[config.mk]
export PLATFORM = sky130hd
export DESIGN_NAME = cp2p_div
export DESIGN_NICKNAME = d
export VERILOG_FILES = /design/src/camera_point_to_pixel_defines.svh /design/src/cp2p_pkg.sv /design/src/cp2p_div.sv
export SDC_FILE = /design/constraint.sdc
export NUM_CORES = 2
export LEC_CHECK = 0
export BUFFER_PORTS_ARGS = -buffer_cell sky130_fd_sc_hd__buf_4
export CELL_PAD_IN_SITES_DETAIL_PLACEMENT = 1
export CELL_PAD_IN_SITES_GLOBAL_PLACEMENT = 2
export CORE_UTILIZATION = 45
export DETAILED_ROUTE_END_ITERATION = 8
export PLACE_DENSITY = 0.8
export SLEW_MARGIN = 20
export SYNTH_ARGS = -nofsm -noshare
export SYNTH_HDL_FRONTEND = slang
export SYNTH_MEMORY_MAX_BITS = 65536
export SYNTH_SLANG_ARGS = --single-unit
[constraint.sdc]
create_clock -name clk -period 4.3 [get_ports clk]
set_input_delay 0.645 -clock clk [delete_from_list [all_inputs] [get_ports clk]]
set_output_delay 0.645 -clock clk [all_outputs]
set_load 0.01 [all_outputs]
[src/camera_point_to_pixel_defines.svh]
// Assertion macros for the camera point-to-pixel block.
// Included by the modules that carry concurrent assertions; no other dependencies.
`ifndef CAMERA_POINT_TO_PIXEL_DEFINES_SVH
`define CAMERA_POINT_TO_PIXEL_DEFINES_SVH
`ifndef SYNTH
`define CP2P_ASSERT(lbl, prop) \
    lbl: assert property (@(posedge clk) disable iff (!rst_n) prop) \
        else $error("cp2p assertion failed");
`define CP2P_ASSERT_NEXT(lbl, ante, cons) \
    lbl: assert property (@(posedge clk) disable iff (!rst_n) (ante) |=> (cons)) \
        else $error("cp2p assertion failed");
`else
`define CP2P_ASSERT(lbl, prop)
`define CP2P_ASSERT_NEXT(lbl, ante, cons)
`endif
`endif

[src/cp2p_pkg.sv]
// Shared constants and fixed-point helper functions for the point-to-pixel block.
// No dependencies.
package cp2p_pkg;

    localparam int QUOT_W = 32;

    localparam logic [2:0] REG_K1    = 3'd0;
    localparam logic [2:0] REG_K2    = 3'd1;
    localparam logic [2:0] REG_P1    = 3'd2;
    localparam logic [2:0] REG_P2    = 3'd3;
    localparam logic [2:0] REG_FX    = 3'd4;
    localparam logic [2:0] REG_FY    = 3'd5;
    localparam logic [2:0] REG_PP    = 3'd6;
    localparam logic [2:0] REG_LIMIT = 3'd7;

    localparam logic [1:0] ST_INSIDE  = 2'd0;
    localparam logic [1:0] ST_OUTSIDE = 2'd1;
    localparam logic [1:0] ST_BEHIND  = 2'd2;
    localparam logic [1:0] ST_LIMIT   = 2'd3;

    function automatic logic [31:0] mag32(input logic signed [31:0] v);
        return v[31] ? 32'(-v) : 32'(v);
    endfunction

    function automatic logic signed [31:0] sat36(input logic signed [35:0] v);
        if (v > 36'sd2147483647)
            return 32'h7FFF_FFFF;
        else if (v < -36'sd2147483648)
            return 32'h8000_0000;
        else
            return v[31:0];
    endfunction

    // Finishes a Q4.28 product from its magnitude and sign: truncate, then saturate.
    function automatic logic signed [31:0] qfin(input logic [63:0] p, input logic neg);
        logic [35:0] m;
        m = p[63:28];
        if (neg)
            return (m > 36'h0_8000_0000) ? 32'h8000_0000 : 32'(~m[31:0] + 32'd1);
        else
            return (m > 36'h0_7FFF_FFFF) ? 32'h7FFF_FFFF : m[31:0];
    endfunction

    function automatic logic signed [31:0] qsat(input logic [31:0] q, input logic ovf,
                                                input logic neg);
        if (neg)
            return (ovf || q > 32'h8000_0000) ? 32'h8000_0000 : 32'(~q + 32'd1);
        else
            return (ovf || q > 32'h7FFF_FFFF) ? 32'h7FFF_FFFF : q;
    endfunction

endpackage

[src/cp2p_div.sv]
// Pipelined restoring divider: (num_mag * 2^28) / den, one quotient bit per stage.
// Depends on cp2p_pkg for the quotient width.
module cp2p_div (
    input  logic        clk,
    input  logic        en,
    input  logic [31:0] num_mag,
    input  logic [30:0] den,
    output logic [31:0] quot,
    output logic        ovf
);
    import cp2p_pkg::*;

    logic [30:0]       rem_reg [0:QUOT_W];
    logic [30:0]       den_reg [0:QUOT_W];
    logic [QUOT_W-1:0] low_reg [0:QUOT_W];
    logic [QUOT_W-1:0] q_reg   [0:QUOT_W];
    logic              ovf_reg [0:QUOT_W];

    always_ff @(posedge clk)
    begin
        if (en)
        begin
            rem_reg[0] <= {3'b000, num_mag[31:4]};
            den_reg[0] <= den;
            low_reg[0] <= {num_mag[3:0], 28'd0};
            q_reg[0]   <= '0;
            ovf_reg[0] <= {3'b000, num_mag[31:4]} >= den;
        end
    end

    for (genvar k = 0; k < QUOT_W; k++)
    begin : g_stage
        logic [31:0]       trial;
        logic [31:0]       diff;
        logic              ge;
        logic [30:0]       rem_next;
        always_comb
        begin
            trial    = {rem_reg[k], low_reg[k][QUOT_W-1]};
            diff     = trial - {1'b0, den_reg[k]};
            ge       = trial >= {1'b0, den_reg[k]};
            rem_next = ge ? diff[30:0] : trial[30:0];
        end
        always_ff @(posedge clk)
        begin
            if (en)
            begin
                rem_reg[k+1] <= rem_next;
                den_reg[k+1] <= den_reg[k];
                low_reg[k+1] <= {low_reg[k][QUOT_W-2:0], 1'b0};
                q_reg[k+1]   <= {q_reg[k][QUOT_W-2:0], ge};
                ovf_reg[k+1] <= ovf_reg[k];
            end
        end
    end

    assign quot = q_reg[QUOT_W];
    assign ovf  = ovf_reg[QUOT_W];

endmodule

==> impl_metrics.py <==
metrics = {
    "run_status": {
        "status": "completed",
    },
    "critical_path": {
        "crit_arrival_ns": 4.74,
        "path_cells": "inv_1 -> fa_1 -> a21o_1 -> a221oi_2 -> a21oi_1 -> o21ai_2 -> o21bai_1 -> a21oi_1 -> nand2_1 -> a311o_1 -> a31o_2 -> buf_4 -> mux2_2",
        "crit_type": "register to register",
        "cp-start-kind": "register",
        "required_ns": 4.92,
        "end_kind": "register",
        "cp_slowest_cell": "edfxtp_1",
        "slowest_delay_ns": 0.45,
        "cp_common_cell": "a21oi_1",
        "cp_max_fo": 28,
    },
    "synth": {
        "yosys_warnings": 0,
        "synth_cells": 11740,
        "synthTopCellsByArea": "edfxtp_1, ha_1, a21oi_1",
        "synth_top_cell_by_area": "edfxtp_1",
        "synth.most_common_cell": "edfxtp_1",
        "avgSynthCellArea_um2": 11.75,
        "ys_ff_latch": 2552,
        "yosysUniqueCellTypes": 87,
        "seq_area_frac_synth": 0.5557,
        "syn_area_um2": 137900,
        "synthTopCellsByCount": "edfxtp_1, inv_1, ha_1, a21oi_1, o21ai_0",
        "synth_nets": 12850,
        "synth_edf_count": 2552,
        "async_flop_share": 0,
        "synth_top_area_share": 0.5557,
        "synth_flop_cell": "edfxtp_1",
    },
    "cts": {
        "cts.root.buffer_cell": "clkbuf_16",
        "clock_latency_ns": 0.92,
        "htree_levels": 5,
        "cts_setup_buffers": 0,
        "clock_path_buffers": 4,
        "clkTransAtPathRegs_ns": 0.06,
        "cts_made_buffers": 294,
        "cts_tree": "built",
        "clock-sinks": 2552,
    },
    "power_and_ir_drop": {
        "powerDensity_nw_per_um2": 769.9,
        "p_comb_frac": 0.441,
        "leakage_nw": 63.63,
        "seqPwrFrac": 0.343,
        "ir_drop_mv": 0.5146,
        "power_mw": 119.7,
        "switching_share": 0.3716,
        "switchingPower_mw": 44.50,
        "power.internal_mw": 75.24,
        "clock_power_share": 0.215,
    },
    "placement": {
        "dp_hpwl_mm": 265.3,
        "port_buffers": 97,
        "pre_cts_ws_ns": 0.008585,
        "dpl-instance-area_um2": 145000,
        "gp_congestion": 0.8735,
        "dp_cells": 15860,
    },
    "timing": {
        "finalSetupViolCount": 0,
        "timing_hold_violations_final": 0,
        "grt_setup_unrepaired": "false",
        "fin_crit_ns": 4.119,
        "finClkSkew_ns": 0.05207,
        "clock.fmax_mhz": 242.8,
        "min_period_over_period": 0.9578,
        "worst_pin_slew_ns": 1.037,
        "postLayoutSetupSlackWorst_ns": 0.1815,
        "slew_headroom": 0.3058,
        "tns_ns": 0,
        "drv_slew": 0,
    },
    "cells_and_area": {
        "design_area_um2": 155500,
        "largest_reg_flops": 992,
        "fillCellCount": 31490,
        "nets": 13250,
        "final-seq-area_um2": 76630,
        "stdcell_count": 16460,
        "multi_input_area_um2": 55870,
        "final_layout_size_suffix_gt1_frac": 0.09939,
        "synthToLayoutAreaGrowth_pct": 12.78,
    },
    "routing": {
        "vias": 90770,
        "drtAntennaViolNets": 0,
        "vias_per_cell": 5.515,
        "routedWlPerCell_um": 21.29,
        "wl_mm": 350.3,
        "first_pass_iters": 5,
        "first_iter_violations": 5326,
        "post-route-drc-count": 0,
    },
    "floorplan": {
        "die_y_um": 555.6,
        "num_io_pins": 98,
        "die_w_um": 555.6,
        "die-area_um2": 308700,
        "start_util": 0.4539,
        "core_area_um2": 303800,
        "core.rowCount": 202,
    },
    "global_route": {
        "grt_pass1_vias": 95880,
        "grt_max_degree": 132,
        "grt-ovfl-total": 0,
        "grt_use_total": 0.2243,
        "antenna_found_initial": 6,
        "grt_first_pass_wirelength_mm": 549.2,
    },
    "min_path": {
        "hold_path_class": "primary input to register",
    },
    "job": {
        "max_cap_viol_count": 0,
    },
}
worst max-delay path: cells and delay by family (launching register included):
kind            cells  cell delay, ns
compound gates      8            2.11
flops               1            0.45
fa+ha+maj           1            0.44
buf+inv             2            0.34
mux                 1            0.32
simple gates        1            0.19
kinds of logic (layout without fill, tap and decap cells):
family,Yosys count,count (layout),share of synthesized area
other,0,3,0
adders and majority gates,1048,1048,0.09677
xor gates and xnor gates,834,834,0.05297
DFF,2552,2552,0.5557
AOI/OAI and AO/OA,3144,3145,0.1424
and+or+nand+nor,2289,2289,0.07810
muxes,399,399,0.03341
buffers and inverters,1471,2108,0.04067
through the flow:
stage,util,hold slack [ns]
after detailed placement,0.4773,0.4051
after global routing,0.5119,0.3032
after global placement,0.4773,0.4000
after CTS,0.5118,0.2658
after floorplan,-,0.4003
final,0.5119,0.3133
cell type report:
cell class,count,share of cell area
antenna,3,0.00004827
timing repair buffer,358,0.02245
sequential,2552,0.4928
multi-input combinational,7715,0.3592
clock inverter,186,0.01393
clock buffer,345,0.04936
inverter,1219,0.02942
tap,4080,0.03282
per-layer routing:
layer	vias up	wire length, um	track usage
li1	43970	-	-
met1	45000	148200	0.2749
met2	1230	181000	0.4120
met3	562	9500	0.02037
met4	0	11620	0.07366
met5	-	0	0
worst paths after layout:
| kind | from | end | slack, ns | cells past startpoint |
|---|---|---|---|---|
| min | en | q_reg[0][357]$_DFFE_PP_ | 0.31 | 1 |
| max | den_reg[0][744]$_DFFE_PP_ | rem_reg[0][784]$_DFFE_PP_ | 0.18 | 13 |
| max reg2reg | den_reg[0][744]$_DFFE_PP_ | rem_reg[0][784]$_DFFE_PP_ | 0.18 | 13 |
| min reg2reg | q_reg[0][801]$_DFFE_PP_ | q_reg[0][834]$_DFFE_PP_ | 0.39 | 0 |
power by group through the flow:
stage | clock network [mW] | registers [mW] | logic [mW]
CTS | 26.5 | 41.3 | 53.0
global placement | 0 | 41.7 | 50.7
finish | 25.8 | 41.1 | 52.9
detailed placement | 0 | 41.7 | 52.3
global route | 27.2 | 41.7 | 58.7
floorplan | 0 | 38.8 | 39.0
placed cells by master, fill, tap and decap left out, types with 244 or more instances in the layout:
cell type / netlist / layout
edfxtp_1: 2552 / 2552
xor2_1: 338 / 338
mux2_2: 358 / 358
o21ai_0: 723 / 721
clkbuf_16: 0 / 300
a21o_1: 565 / 565
nand2_1: 676 / 675
xnor2_1: 496 / 496
a21oi_1: 993 / 992
ha_1: 1017 / 1017
inv_1: 1219 / 1219
nor2_1: 690 / 689
buf_4: 0 / 244
repair_timing:
item,4_1_cts,5_1_grt
gates resized for setup,1,5
hold buffers,63,0
setup endpoints to repair,10,56
hold endpoints to repair,63,0
pin swaps,0,1
gates cloned,0,1
No activity file was read; power rests on OpenSTA's default activity.
